--- src/hw/rtl/packet_length_ring_fifo_assert.svh ---
// ----------------------------------------------------------------------------
// Assertion macros for the packet length ring FIFO
// Shared clocking and reset qualification for concurrent checks.
// ----------------------------------------------------------------------------
`ifndef PACKET_LENGTH_RING_FIFO_ASSERT_SVH
`define PACKET_LENGTH_RING_FIFO_ASSERT_SVH

// property must hold at every clock edge outside reset
`define PLRF_ASSERT(lbl, prop, msg) \
	lbl: assert property (@(posedge clk) disable iff (!arst_n) prop) else $error(msg);

// condition must never be true outside reset
`define PLRF_NEVER(lbl, cond, msg) \
	lbl: assert property (@(posedge clk) disable iff (!arst_n) !(cond)) else $error(msg);

`endif

--- src/hw/rtl/plrf_pkg.sv ---
// ----------------------------------------------------------------------------
// plrf_pkg
// Shared types and constants of the packet length ring FIFO.
// ----------------------------------------------------------------------------
package plrf_pkg;

	localparam int BYTE_W    = 8;
	localparam int LEN_W     = 7;
	localparam int STATUS_W  = 3;
	localparam int CFG_W     = 11;
	localparam int OUT_DEPTH = 4;
	localparam int OUT_CNT_W = 3;
	localparam int OUT_PTR_W = 2;

	typedef enum logic [1:0] {
		MODE_PUSH  = 2'd0,
		MODE_POP   = 2'd1,
		MODE_CLEAR = 2'd2
	} mode_t;

	localparam logic [STATUS_W-1:0] STS_OK        = 3'd0;
	localparam logic [STATUS_W-1:0] STS_NO_PACKET = 3'd1;
	localparam logic [STATUS_W-1:0] STS_TOO_SMALL = 3'd2;
	localparam logic [STATUS_W-1:0] STS_STORE_FULL = 3'd3;
	localparam logic [STATUS_W-1:0] STS_TOO_LONG  = 3'd4;
	localparam logic [STATUS_W-1:0] STS_RING_FULL = 3'd5;

	typedef struct packed {
		mode_t             kind;
		logic [BYTE_W-1:0] data;
		logic              eop;
		logic              rec;
		logic [LEN_W-1:0]  cap;
	} cmd_t;

	typedef struct packed {
		logic [BYTE_W-1:0]   out_byte;
		logic                last;
		logic [STATUS_W-1:0] status;
		logic [LEN_W-1:0]    len;
	} res_t;

endpackage

--- src/hw/rtl/plrf_front.sv ---
// ----------------------------------------------------------------------------
// plrf_front
// Accepts input beats, drops unused modes and queues commands for the back end.
// ----------------------------------------------------------------------------
module plrf_front (
	input  logic                        clk,
	input  logic                        arst_n,
	input  logic                        push,
	output logic                        full,
	input  logic [1:0]                  mode,
	input  logic [plrf_pkg::BYTE_W-1:0] data_byte,
	input  logic                        end_of_packet,
	input  logic                        record_length,
	input  logic [plrf_pkg::LEN_W-1:0]  max_length,
	output logic                        cmd_valid,
	output plrf_pkg::cmd_t              cmd,
	input  logic                        cmd_take
);

	localparam int CQ_DEPTH = 2;

	plrf_pkg::cmd_t cq_q [CQ_DEPTH];
	logic           wr_ptr_q;
	logic           rd_ptr_q;
	logic [1:0]     cnt_q;
	logic           accept;
	logic           keep;
	plrf_pkg::cmd_t new_cmd;

	assign full   = (cnt_q == 2'(CQ_DEPTH));
	assign accept = push && !full;

	always_comb begin
		keep = 1'b0;
		unique case (mode)
			plrf_pkg::MODE_PUSH, plrf_pkg::MODE_POP, plrf_pkg::MODE_CLEAR: keep = 1'b1;
			default: keep = 1'b0;
		endcase
	end

	assign new_cmd.kind = plrf_pkg::mode_t'(mode);
	assign new_cmd.data = data_byte;
	assign new_cmd.eop  = end_of_packet;
	assign new_cmd.rec  = record_length;
	assign new_cmd.cap  = max_length;

	always_ff @(posedge clk) begin
		if (accept && keep) begin
			cq_q[wr_ptr_q] <= new_cmd;
		end
	end

	always_ff @(posedge clk or negedge arst_n) begin
		if (!arst_n) begin
			wr_ptr_q <= 1'b0;
			rd_ptr_q <= 1'b0;
			cnt_q    <= 2'd0;
		end else begin
			if (accept && keep) begin
				wr_ptr_q <= ~wr_ptr_q;
			end
			if (cmd_take) begin
				rd_ptr_q <= ~rd_ptr_q;
			end
			cnt_q <= cnt_q + 2'(accept && keep) - 2'(cmd_take);
		end
	end

	assign cmd_valid = (cnt_q != 2'd0);
	assign cmd       = cq_q[rd_ptr_q];

endmodule

--- config.mk ---
export PLATFORM = sky130hd
export DESIGN_NAME = plrf_front
export DESIGN_NICKNAME = d
export VERILOG_FILES = /design/src/hw/rtl/packet_length_ring_fifo_assert.svh /design/src/hw/rtl/plrf_pkg.sv /design/src/hw/rtl/plrf_front.sv
export SDC_FILE = /design/constraint.sdc
export NUM_CORES = 1
export LEC_CHECK = 0
export BUFFER_PORTS_ARGS = -buffer_cell sky130_fd_sc_hd__buf_2
export CORE_MARGIN = 4
export CORE_UTILIZATION = 50
export DETAILED_ROUTE_END_ITERATION = 8
export HOLD_SLACK_MARGIN = 0.1
export PLACE_DENSITY = 0.87
export SYNTH_ARGS = -nofsm -noshare
export SYNTH_HDL_FRONTEND = slang
export SYNTH_SLANG_ARGS = --single-unit
--- constraint.sdc ---
create_clock -name clk -period 4.31 [get_ports clk]
set_input_delay 0.431 -clock clk [delete_from_list [all_inputs] [get_ports clk]]
set_output_delay 0.431 -clock clk [all_outputs]
set_load 0.005 [all_outputs]
* Word level (Yosys, flattened, before mapping) *
Memory sizes are Yosys's and may differ from the RTL's.
Cells that the tools add are included.

word-level totals
  memories kept = 1
  flip-flop bits (word level) = 4
  bits in writable memories = 38

operators by class
  reductions and logical operators = 6
  mux-type cells = 3
  eq/ne operators = 3
  add/subtract/negate cells = 2
  bitwise operators = 2

memory list
  name  depth  width  read ports  clocked after Yosys merged registers in  wr ports  RTL line          source
  cq_q  2      19     1           0                                        1         plrf_front.sv:22  plrf_pkg::cmd_t cq_q [CQ_DEPTH];

operators with widths
  cell                count
  $eq 2x2->1 const B  2
  $mux 1              3
  $reduce_or 3->1     1
  $add 2x1->2         1
  $eq 2x1->1 const B  1
  $logic_and 1x1->1   2
  $logic_not 2->1     1
  $not 1->1           2
  $reduce_bool 2->1   1
  $sub 2x1->2         1
  $logic_not 1->1     1

* Longest topological paths before layout *
  depth in word-level cells = 6
  depth in mapped cells = 7
  gate-level depth less buffers = 7

* Worst setup path before layout *
OpenSTA, ideal clock, no wires.

  kind = flip-flop to flip-flop
  from = reg cnt_q[1]
  to = mem cq_q[1][0] (netlist name), enable pin
  cell stages (with the launch flop) = 4
  data required time = 3.915 ns
  arrival = 1.507 ns
  path buffers = 0
  path slack = 2.408 ns
  cell sequence = dfrtp_1 > nor2b_4 > nand3b_4 > nor2_1

on the way
  word-level cells in the longest chain between the ends = 6

ends and longest elaborated chain
  element                       RTL line          source
  start: declaration            plrf_front.sv:25  logic [1:0] cnt_q;
  start signal: assignment      plrf_front.sv:65  cnt_q <= cnt_q + 2'(accept && keep) - 2'(cmd_take);
  $eq 2x2->1                    plrf_front.sv:30  assign full = (cnt_q == 2'(CQ_DEPTH));
  via full                      plrf_front.sv:9   output logic full,
  $logic_not 1->1               plrf_front.sv:31  assign accept = push && !full;
  $logic_and 1x1->1             plrf_front.sv:31
  $logic_and 1x1->1             plrf_front.sv:48  if (accept && keep) begin
  $mux 1                        plrf_front.sv:48
  $mux 1 (implied by the code)  plrf_front.sv:49  cq_q[wr_ptr_q] <= new_cmd;
  end: declaration              plrf_front.sv:22

The timed path passes the listed nets, and every way through them passes these cells.

==> flow_summary.json <==
{
  "synth_nets": 102,
  "hold_violations": 0,
  "ir_drop_v": 0.000230,
  "power_density_nw_per_um2": 563,
  "clock.fmax_ghz": 0.453,
  "grt_max_degree": 21,
  "skew_ns": 0.0115,
  "crit_buf_inv": 1,
  "drt_iter0_drc": 43,
  "synth_area_leaders": "edfxtp_1, mux2_2, dfrtp_1, xnor2_1, ha_1",
  "period_needed_ns": 2.21,
  "total_leakage_power_nw": 0.737,
  "drive_gt1_share_pct": 58.3,
  "layout.nets": 151,
  "dpl.hpwl_mm": 1.71,
  "synthesis.area_um2": 1590,
  "core-area_um2": 3050,
  "finalSetupViolations": 0,
  "overflow": 0,
  "maxCapViolations": 0,
  "synth_edf_count": 38,
  "relSlewSlack_pct": 37.3,
  "ant_nets": 0,
  "ys.flop_type": "edfxtp_1",
  "cpPeakStageDelay_ns": 0.88,
  "path_class": "reg -> out",
  "outcome": "complete, no violations",
  "dp_slack_ns": 2.41,
  "worstSetupStartpoint": "rd_ptr_q",
  "worst_path_max_delay_cell": "dfrtp_1",
  "synth_top_area_share_pct": 71.6,
  "diodes": 0,
  "yosysMostFrequentCell": "edfxtp_1",
  "cts_tree": "yes",
  "drcViolationCount": 0,
  "multi_input_area_um2": 330,
  "ys_top_cells_by_count": "edfxtp_1, mux2_2, dfrtp_1",
  "r2r-start": "cnt_q[1]",
  "ctsHtreeMaxLevel": 2,
  "vias": 822,
  "regArea_um2": 1240,
  "via_per_inst": 4.81,
  "reg2reg_depth": 3,
  "gp_congestion": 0.657,
  "wirelength_mm": 2.38,
  "cts_max_path_buffers": 2,
  "synth_top_family_by_area": "multiplexers",
  "synth_compound_area_share_pct": 0,
  "critPathLaunchType": "flop",
  "syn_inst": 77,
  "end_kind": "output port",
  "crit_required_ns": 3.88,
  "yosysSeqAreaShare_pct": 77.9,
  "worstMarginPinSlew_ns": 0.939,
  "synthArstFlopShare_pct": 9.52,
  "port_buffers": 43,
  "min_path_type": "in -> reg",
  "antenna_found_initial": 0,
  "timing.rr.end": "cq_q[1][10]",
  "path_clk_slew_ns": 0.11,
  "start_util_pct": 52.2,
  "rsz0062_at_grt": "no",
  "syn_avg_cell_area_um2": 20.7,
  "synthDistinctLibCells": 14,
  "r2r_setup_slack_ns": 2.49,
  "clock_latency_ns": 0.34,
  "numCtsBuffers": 5,
  "fin_ws_ns": 2.10,
  "synth_fa_ha_area_share_pct": 1.57,
  "io_pins": 44,
  "grt_pass1_vias": 859,
  "fin_tns_setup_ns": 0,
  "ys_ff_latch": 42,
  "root_buffer": "clkbuf_4",
  "synth_largest_area_cell": "edfxtp_1",
  "cp.depth": 2,
  "synthXorXnorAreaFrac_pct": 2.20,
  "grt_util_all_layers_pct": 13.7,
  "fillers": 234,
  "cts.sinks": 42,
  "die_w_um": 64.4,
  "die_area_um2": 4150,
  "yosys.area_share.simple_pct": 3.22,
  "period_share_pct": 51.2,
  "critical-path-top-delay-family": "flip-flops",
  "worstPathCellList": "mux2_2 -> buf_2",
  "cp_max_fo": 20,
  "wl_per_cell_um": 13.9,
  "endpoint": "cmd[15]",
  "yosysWarnings": 0,
  "slew_violations": 0,
  "synthMuxAreaShare_pct": 13.4,
  "grt_pass1_wl_mm": 4.05,
  "postCtsSetupBuffers": 0,
  "area_growth_pct": 20.1,
  "die_y_um": 64.4,
  "arrival_ns": 1.78,
  "rows": 20,
  "dr.pass1.iters": 4
}
==> worst min-delay path by stage <==
stage | from | end | slack, ns | cells after the start
6_report | record_length | cq_q[1][7] | 0.27 | 1
5_1_grt | data_byte[5] | cq_q[1][14] | 0.25 | 1
4_1_cts | record_length | cq_q[1][7] | 0.25 | 1
3_5_place_dp | arst_n | cnt_q[0] | 0.24 | 1
3_3_place_gp | arst_n | cnt_q[1] | 0.24 | 1
2_1_floorplan | arst_n | cnt_q[0] | 0.14 | 0
==> worst register-to-register path, cell delays in order (launching register included) <==
cell	delay, ns
dfrtp_1	0.42
nor2b_4	0.13
nand3b_4	0.18
nor2_2	0.73
==> per-stage QoR <==
step / hold slack, ns / area [µm²] / total power [mW] / std cells / utilization (%)
2_1_floorplan: 0.135 / 1590 / 0.802 / 77 / -
3_3_place_gp: 0.239 / 1850 / 0.908 / 162 / 60.6
3_5_place_dp: 0.242 / 1850 / 0.917 / 162 / 60.6
4_1_cts: 0.252 / 1910 / 1.09 / 171 / 62.7
5_1_grt: 0.249 / 1910 / 1.15 / 171 / 62.7
6_report: 0.270 / 1910 / 1.08 / 171 / 62.7
==> layer usage <==
metal  track usage [%]  vias to the layer above  wire, µm
met4              9.50                        0        77
met3              5.37                        8       201
met1              16.4                      387       993
met2              20.4                       35      1100
met5                 0                        -         0
li1                  -                      392         -
==> power by group <==
part	internal (mW)	switching, mW	total [mW]	leakage [nW]
clock network	0.0607	0.115	0.175	0.0286
registers	0.539	0.0614	0.600	0.397
logic	0.179	0.122	0.301	0.311
total	0.779	0.298	1.08	0.737
==> cell usage in the layout (no fill, tap or decap), drive strengths merged <==
| cell | count |
|---|---|
| clkinvlp | 1 |
| dlygate4sd3 | 1 |
| mux2 | 19 |
| inv | 2 |
| nand2 | 1 |
| xor2 | 1 |
| nor2b | 1 |
| edfxtp | 38 |
| clkbuf | 5 |
| or2 | 1 |
| clkinv | 2 |
| xnor2 | 3 |
| buf | 43 |
| nor2 | 2 |
| nand3b | 1 |
| dfrtp | 4 |
| ha | 2 |
==> kinds of logic after synthesis <==
logic type / after synthesis
XOR/XNOR: 4
AND/OR/NAND/NOR: 6
multiplexers: 19
buffers and inverters: 4
adder cells (fa/ha/maj): 2
flip-flops: 42
==> repair_timing <==
item	in CTS	in global routing
hold buffers	1	0
gates resized for setup	0	0
hold endpoints to repair	4	0
==> flip-flops by register name, summed over array words and instances (netlist names) <==
signal and cells:
cq_q 38, cnt_q 2, rd_ptr_q 1, wr_ptr_q 1
==> area by class of cell <==
| cell class | count | share of cell area, % |
|---|---|---|
| clock buffers | 5 | 1.96 |
| clock inverters | 3 | 0.850 |
| inverters | 2 | 0.392 |
| multi-input cells | 31 | 17.3 |
| flip-flops and latches | 42 | 64.9 |
| well taps | 44 | 2.88 |
| repair buffers | 44 | 11.8 |
No activity file was read; power rests on OpenSTA's default activity.
