$ cat src/hw/rtl/packet_length_ring_fifo_assert.svh
// ----------------------------------------------------------------------------
// Assertion macros for the packet length ring FIFO
// Shared clocking and reset qualification for concurrent checks.
// ----------------------------------------------------------------------------
`ifndef PACKET_LENGTH_RING_FIFO_ASSERT_SVH
`define PACKET_LENGTH_RING_FIFO_ASSERT_SVH

// property must hold at every clock edge outside reset
`define PLRF_ASSERT(lbl, prop, msg) \
	lbl: assert property (@(posedge clk) disable iff (!arst_n) prop) else $error(msg);

// condition must never be true outside reset
`define PLRF_NEVER(lbl, cond, msg) \
	lbl: assert property (@(posedge clk) disable iff (!arst_n) !(cond)) else $error(msg);

`endif

$ cat src/hw/rtl/plrf_pkg.sv
// ----------------------------------------------------------------------------
// plrf_pkg
// Shared types and constants of the packet length ring FIFO.
// ----------------------------------------------------------------------------
package plrf_pkg;

	localparam int BYTE_W    = 8;
	localparam int LEN_W     = 7;
	localparam int STATUS_W  = 3;
	localparam int CFG_W     = 11;
	localparam int OUT_DEPTH = 4;
	localparam int OUT_CNT_W = 3;
	localparam int OUT_PTR_W = 2;

	typedef enum logic [1:0] {
		MODE_PUSH  = 2'd0,
		MODE_POP   = 2'd1,
		MODE_CLEAR = 2'd2
	} mode_t;

	localparam logic [STATUS_W-1:0] STS_OK        = 3'd0;
	localparam logic [STATUS_W-1:0] STS_NO_PACKET = 3'd1;
	localparam logic [STATUS_W-1:0] STS_TOO_SMALL = 3'd2;
	localparam logic [STATUS_W-1:0] STS_STORE_FULL = 3'd3;
	localparam logic [STATUS_W-1:0] STS_TOO_LONG  = 3'd4;
	localparam logic [STATUS_W-1:0] STS_RING_FULL = 3'd5;

	typedef struct packed {
		mode_t             kind;
		logic [BYTE_W-1:0] data;
		logic              eop;
		logic              rec;
		logic [LEN_W-1:0]  cap;
	} cmd_t;

	typedef struct packed {
		logic [BYTE_W-1:0]   out_byte;
		logic                last;
		logic [STATUS_W-1:0] status;
		logic [LEN_W-1:0]    len;
	} res_t;

endpackage

$ cat src/hw/rtl/plrf_result_fifo.sv
// ----------------------------------------------------------------------------
// plrf_result_fifo
// Small result queue between the back end and the result ports.
// ----------------------------------------------------------------------------
module plrf_result_fifo (
	input  logic                           clk,
	input  logic                           arst_n,
	input  logic                           wr,
	input  plrf_pkg::res_t                 wdata,
	output logic [plrf_pkg::OUT_CNT_W-1:0] count,
	output logic                           empty,
	input  logic                           pop,
	output plrf_pkg::res_t                 head
);

	`include "packet_length_ring_fifo_assert.svh"

	plrf_pkg::res_t                 mem_q [plrf_pkg::OUT_DEPTH];
	logic [plrf_pkg::OUT_PTR_W-1:0] wr_ptr_q;
	logic [plrf_pkg::OUT_PTR_W-1:0] rd_ptr_q;
	logic [plrf_pkg::OUT_CNT_W-1:0] cnt_q;
	logic                           rd;

	assign empty = (cnt_q == '0);
	assign rd    = pop && !empty;
	assign count = cnt_q;
	assign head  = mem_q[rd_ptr_q];

	always_ff @(posedge clk) begin
		if (wr) begin
			mem_q[wr_ptr_q] <= wdata;
		end
	end

	always_ff @(posedge clk or negedge arst_n) begin
		if (!arst_n) begin
			wr_ptr_q <= '0;
			rd_ptr_q <= '0;
			cnt_q    <= '0;
		end else begin
			if (wr) begin
				wr_ptr_q <= wr_ptr_q + 1'b1;
			end
			if (rd) begin
				rd_ptr_q <= rd_ptr_q + 1'b1;
			end
			cnt_q <= cnt_q + plrf_pkg::OUT_CNT_W'(wr) - plrf_pkg::OUT_CNT_W'(rd);
		end
	end

	`PLRF_NEVER(a_no_overflow, wr && !rd && (cnt_q == plrf_pkg::OUT_CNT_W'(plrf_pkg::OUT_DEPTH)), "result queue overflow")
	`PLRF_ASSERT(a_cnt_up, wr && !rd |=> cnt_q == $past(cnt_q) + 1'b1, "result count did not rise")
	`PLRF_ASSERT(a_cnt_down, rd && !wr |=> cnt_q == $past(cnt_q) - 1'b1, "result count did not fall")

endmodule

$ cat config.mk
export PLATFORM = sky130hd
export DESIGN_NAME = plrf_result_fifo
export DESIGN_NICKNAME = d
export VERILOG_FILES = /design/src/hw/rtl/plrf_pkg.sv /design/src/hw/rtl/plrf_result_fifo.sv
export VERILOG_INCLUDE_DIRS = /design/src /design/src/hw/rtl
export SDC_FILE = /design/constraint.sdc
export NUM_CORES = 1
export LEC_CHECK = 0
export ABC_CLOCK_PERIOD_IN_PS = 2500
export BUFFER_PORTS_ARGS = -buffer_cell sky130_fd_sc_hd__buf_2
export CAP_MARGIN = 20
export CORE_UTILIZATION = 56
export DETAILED_ROUTE_END_ITERATION = 10
export GPL_ROUTABILITY_DRIVEN = 0
export PLACE_DENSITY = 0.78
export SLEW_MARGIN = 20
export SYNTH_ARGS = -nofsm -noshare
export SYNTH_HDL_FRONTEND = slang
export SYNTH_SLANG_ARGS = --single-unit
$ cat constraint.sdc
create_clock -name clk -period 2.5 [get_ports clk]
set_input_delay 0.375 -clock clk [delete_from_list [all_inputs] [get_ports clk]]
set_output_delay 0.375 -clock clk [all_outputs]
set_load 0.01 [all_outputs]
# --- After elaboration in Yosys (flattened, before gate mapping) ---
# Memory sizes are Yosys's and may differ from the RTL's.
# Index checks and enable logic that the tools add are counted.
word_totals:
  regBits: 7
  latch_bits: 0
  ramBits: 76
  rom_bits: 0
  in_bits: 23
  out_inout_bits: 23
  wordCells: 13
  memories: 1
memory_table:
  columns: ["memory", "depth", "word_bits", "rd", "rd_ports_with_merged_regs", "wr", "line_no", "source"]
  rows:
  - ["mem_q", 4, 19, 1, 0, 1, "plrf_result_fifo.sv:18", "plrf_pkg::res_t mem_q [plrf_pkg::OUT_DEPTH];"]
classes:
  n_addsub: 4
  multipliers: 0
  div_mod_pow: 0
  order_cmp: 0
  n_eq_ne: 0
  shifts: 0
  muxes: 2
  bitwise: 0
  reduce_logical: 3
ops:
  columns: ["op", "count"]
  rows:
  - ["2-bit by 1-bit adder with 2-bit output, second input constant", 2]
  - ["3-bit by 1-bit adder with 3-bit output", 1]
  - ["3-bit zero test", 1]
  - ["3-bit by 1-bit subtractor with 3-bit output", 1]
  - ["1-bit 2-to-1 mux", 2]
  - ["1-bit logical AND", 1]
  - ["1-bit zero test", 1]

# --- Depth between registers and ports, before layout ---
logic_depth:
  depth_word: 4
  mapped_depth: 9
  depth_no_buf: 9

# --- Least setup slack after synthesis ---
# OpenSTA, ideal clock, no wires.
synth_timing:
  kind: "flip-flop to flip-flop"
  start: "register cnt_q (netlist bit count[1])"
  end: "register cnt_q (netlist bit count[2])"
  setup_time_ps: 130
  t_arrival_ps: 1982
  required_ps: 2370
  path_slack_ps: 388
  stages_incl_launch_ff: 10
  path_buffers: 0
  synth_period_minus_slack_ps: 2112
  path_cell_list: "dfrtp_1 > o31ai_1 > inv_1 > ha_1 > inv_1 > ha_1 > inv_1 > fa_1 > xnor2_1 > xnor2_1"
synth_via:
  elab_chain_len: 4
  word_cells_on_any_way: 5
  cone_classes: "add/sub: 2; reduce/logical: 3"
synth_lines:
  columns: ["element", "line_no", "source"]
  rows:
  - ["start: declaration", "plrf_result_fifo.sv:21", "logic [plrf_pkg::OUT_CNT_W-1:0] cnt_q;"]
  - ["start signal: assignment", "plrf_result_fifo.sv:47", "cnt_q <= cnt_q + plrf_pkg::OUT_CNT_W'(wr) - plrf_pkg::OUT_CNT_W'(rd);"]
  - ["3-bit zero test", "plrf_result_fifo.sv:24", "assign empty = (cnt_q == '0);"]
  - ["1-bit zero test", "plrf_result_fifo.sv:25", "assign rd = pop && !empty;"]
  - ["1-bit logical AND", "plrf_result_fifo.sv:25", null]
  - ["net rd", "plrf_result_fifo.sv:22", "logic rd;"]
  - ["3-bit by 1-bit subtractor with 3-bit output", "plrf_result_fifo.sv:47", null]
# The timed path passes the listed nets, and every way through them passes these cells.
# A chain may end at the register's enable or synchronous reset.

# --- Final worst setup path ---
# Ends and elaborated chain as after synthesis.

==> results_dict.tcl <==
set metrics [dict create \
    rr_worst_depth 9 \
    fin_area_um2 3695 \
    vias 1461 \
    yosysWarnings 0 \
    ys_ff_latch 83 \
    hold_class "in -> reg" \
    grt_pass1_wl_mm 7.790 \
    dr.pass1.iters 4 \
    syn_inst 134 \
    cts_resized 0 \
    fin_util_pct 70.11 \
    clk_path_buf_depth 2 \
    seq_area_um2 2457 \
    critPathSlowestCell "dfrtp_1" \
    p_switching_uw 1207 \
    wl_per_cell_um 18.26 \
    pre_cts_slack_ns 0.2736 \
    yosysSeqAreaShare_pct 78.22 \
    track_usage_pct 18.72 \
    max_freq_mhz 448.1 \
    crit_top_cell "inv_1" \
    synthAdderAreaFrac_pct 3.027 \
    status "finished, final reports clean" \
    cp.arrival_ns 2.50 \
    cp_data_required_time_ns 2.76 \
    diodes 0 \
    path_clk_slew_ns 0.07 \
    ys_types 17 \
    slew_viol_final 0 \
    grt_overflow 0 \
    wl_mm 4.912 \
    synth_top_family_by_area "multiplexers" \
    placedCellCount 252 \
    tightest_slew_ns 0.4387 \
    tns_ns 0 \
    cp-start-kind "flip-flop" \
    finalWorstSetupSlack_ns 0.2681 \
    dpl_cell_area_um2 3487 \
    synth_compound_gate_area_share_pct 0.6770 \
    root_buffer "clkbuf_8" \
    power_frac_clock_pct 22.1 \
    cp_max_fo 6 \
    dieHeight_um 76.90 \
    hpwl_mm 3.274 \
    synth_top_cell_by_area "edfxtp_1" \
    ios 46 \
    clock_latency_ns 0.34 \
    end_kind "flip-flop" \
    final_cells 269 \
    drive_gt1_share_pct 41.71 \
    via_per_inst 5.431 \
    fill_cells 346 \
    drtAntennaViolNets 0 \
    multi_input_area_um2 625.6 \
    period_share_pct 89.28 \
    grt_max_degree 21 \
    synthToLayoutAreaGrowth_pct 17.60 \
    portBuffers 45 \
    p_int_uw 3009 \
    first_global_vias 1604 \
    maxCapViolations 0 \
    core_area_um2 5270 \
    drc_errors 0 \
    pwr-share-comb_pct 31.3 \
    min_path_cells 1 \
    initial_core_util_pct 59.62 \
    die_w_um 76.90 \
    power_density_nw_per_um2 1141 \
    synthMuxAreaShare_pct 13.74 \
    synthTopCellsByArea "edfxtp_1 73%, mux4_2 13%, dfrtp_1 5.6%" \
    synth-simple-area-share_pct 1.075 \
    vdd_drop_max_mv 0.8017 \
    crit_chain "o31ai_1, inv_1, ha_1, inv_1, ha_1, inv_1, fa_1, xnor2_1, xnor2_1" \
    max_slew_margin_pct 70.38 \
    pwr-share-seq_pct 46.6 \
    dieArea_um2 5914 \
    antenna_found_initial 0 \
    cts.sinks 83 \
    htreeDepth 3 \
    syn_avg_cell_area_um2 23.45 \
    cts_tree "yes" \
    cpPeakStageDelay_ns 0.46 \
    post-cts-setup-buffers 0 \
    hold_viol_final 0 \
    cts-buffers-inserted 9 \
    rr_startpoint "count[1]" \
    drtIter0Drc 104 \
    synth_top_area_share_pct 72.64 \
    crit_path_start "count[1]" \
    fin_skew_ns 0.004068 \
    synth_area_um2 3142 \
    synth_xor_area_share_pct 1.394 \
    rsz0062_at_grt "false" \
    syn-num-nets 164 \
    min_from "wdata[18]" \
    rows 26 \
    power.leakage_uw 0.001348 \
    switching_share_pct 28.63 \
    setup_viol 0 \
    fin_nets 224 \
    critical_path_class "reg -> reg" \
    period_minus_slack_ns 2.232 \
]
## registers in the layout (all words and copies together) (netlist names)
register,flops
count,3
wr_ptr_q,2
rd_ptr_q,2
mem_q,76
## metrics by stage
stage / total power [µW] / hold WS (ns)
6_report: 4216 / 0.2477
5_1_grt: 4437 / 0.2273
4_1_cts: 4282 / 0.2300
3_5_place_dp: 3344 / 0.2198
3_3_place_gp: 3267 / 0.2095
2_1_floorplan: 2852 / 0.07941
## routing by layer
layer	global-route usage, %	part of all wire (%)	up-vias
li1	-	-	661
met1	20.89	39	758
met2	32.68	55	31
met3	4.881	3.6	11
met4	10.19	1.9	0
met5	0	0	-
## cells in the final DEF, fill, tap and decap left out, types with 3 or more instances in the layout
cell       n
and2_1     4
xnor2_1    4
edfxtp_1  76
ha_1       6
dfrtp_1    7
buf_4      6
inv_1      7
buf_2     45
clkbuf_1   3
mux4_2    18
clkbuf_8  11
## timing repair
item                                   4_1_cts  5_1_grt
endpoints found under the hold margin        7        0
hold buffers                                 1        0
setup endpoints to repair                    0        0
## final timing paths
| path | endpoint | slack, ns |
|---|---|---|
| max in group asynchronous | wr_ptr_q[0] | 1.95 |
| max | count[2] | 0.27 |
| min reg2reg | wr_ptr_q[0] | 0.54 |
| min in group asynchronous | count[0] | 0.39 |
| min | mem_q[1][18] | 0.25 |
| max reg2reg | count[2] | 0.27 |
## synthesized netlist by cell type
library cell  instances
edfxtp_1             76
inv_1                 7
o311ai_0              1
ha_1                  6
fa_1                  1
o31ai_1               1
nor3_1                1
buf_2                 2
xnor2_1               4
o21ai_0               1
dfrtp_1               7
xor2_1                1
nand2_1               1
and2_1                4
buf_6                 2
mux4_2               18
mux4_1                1
## power groups by stage
| stage | sequential (µW) | clock [µW] | combinational, µW |
|---|---|---|---|
| final | 1960 | 934 | 1320 |
| after detailed placement | 2000 | 0 | 1340 |
| after floorplan | 1960 | 0 | 890 |
| after global placement | 1960 | 0 | 1300 |
| after global routing | 1990 | 1010 | 1440 |
| after CTS | 1970 | 958 | 1350 |
## worst max-delay path, delay by kind of cell (launching register included)
kind / cells / cell delay [ns]
AOI/OAI and AO/OA: 1 / 0.39
xor gates and xnor gates: 2 / 0.34
DFF: 1 / 0.46
adders and majority gates: 3 / 0.78
buffers and inverters: 3 / 0.20
## cell type report
type | count | share of cell area, %
Multi-Input combinational cell | 40 | 16.93
Tap cell | 70 | 2.370
Timing Repair Buffer | 53 | 8.127
Inverter | 7 | 0.7111
Sequential cell | 83 | 66.51
Clock buffer | 14 | 4.402
Clock inverter | 2 | 0.9482
## cell families after synthesis
kind of cell,count (synthesis)
AOI/OAI and AO/OA,3
xor gates and xnor gates,5
adders and majority gates,7
buffers and inverters,11
DFF,83
muxes,19
and+or+nand+nor,6
(Power assumes the default switching activity.)
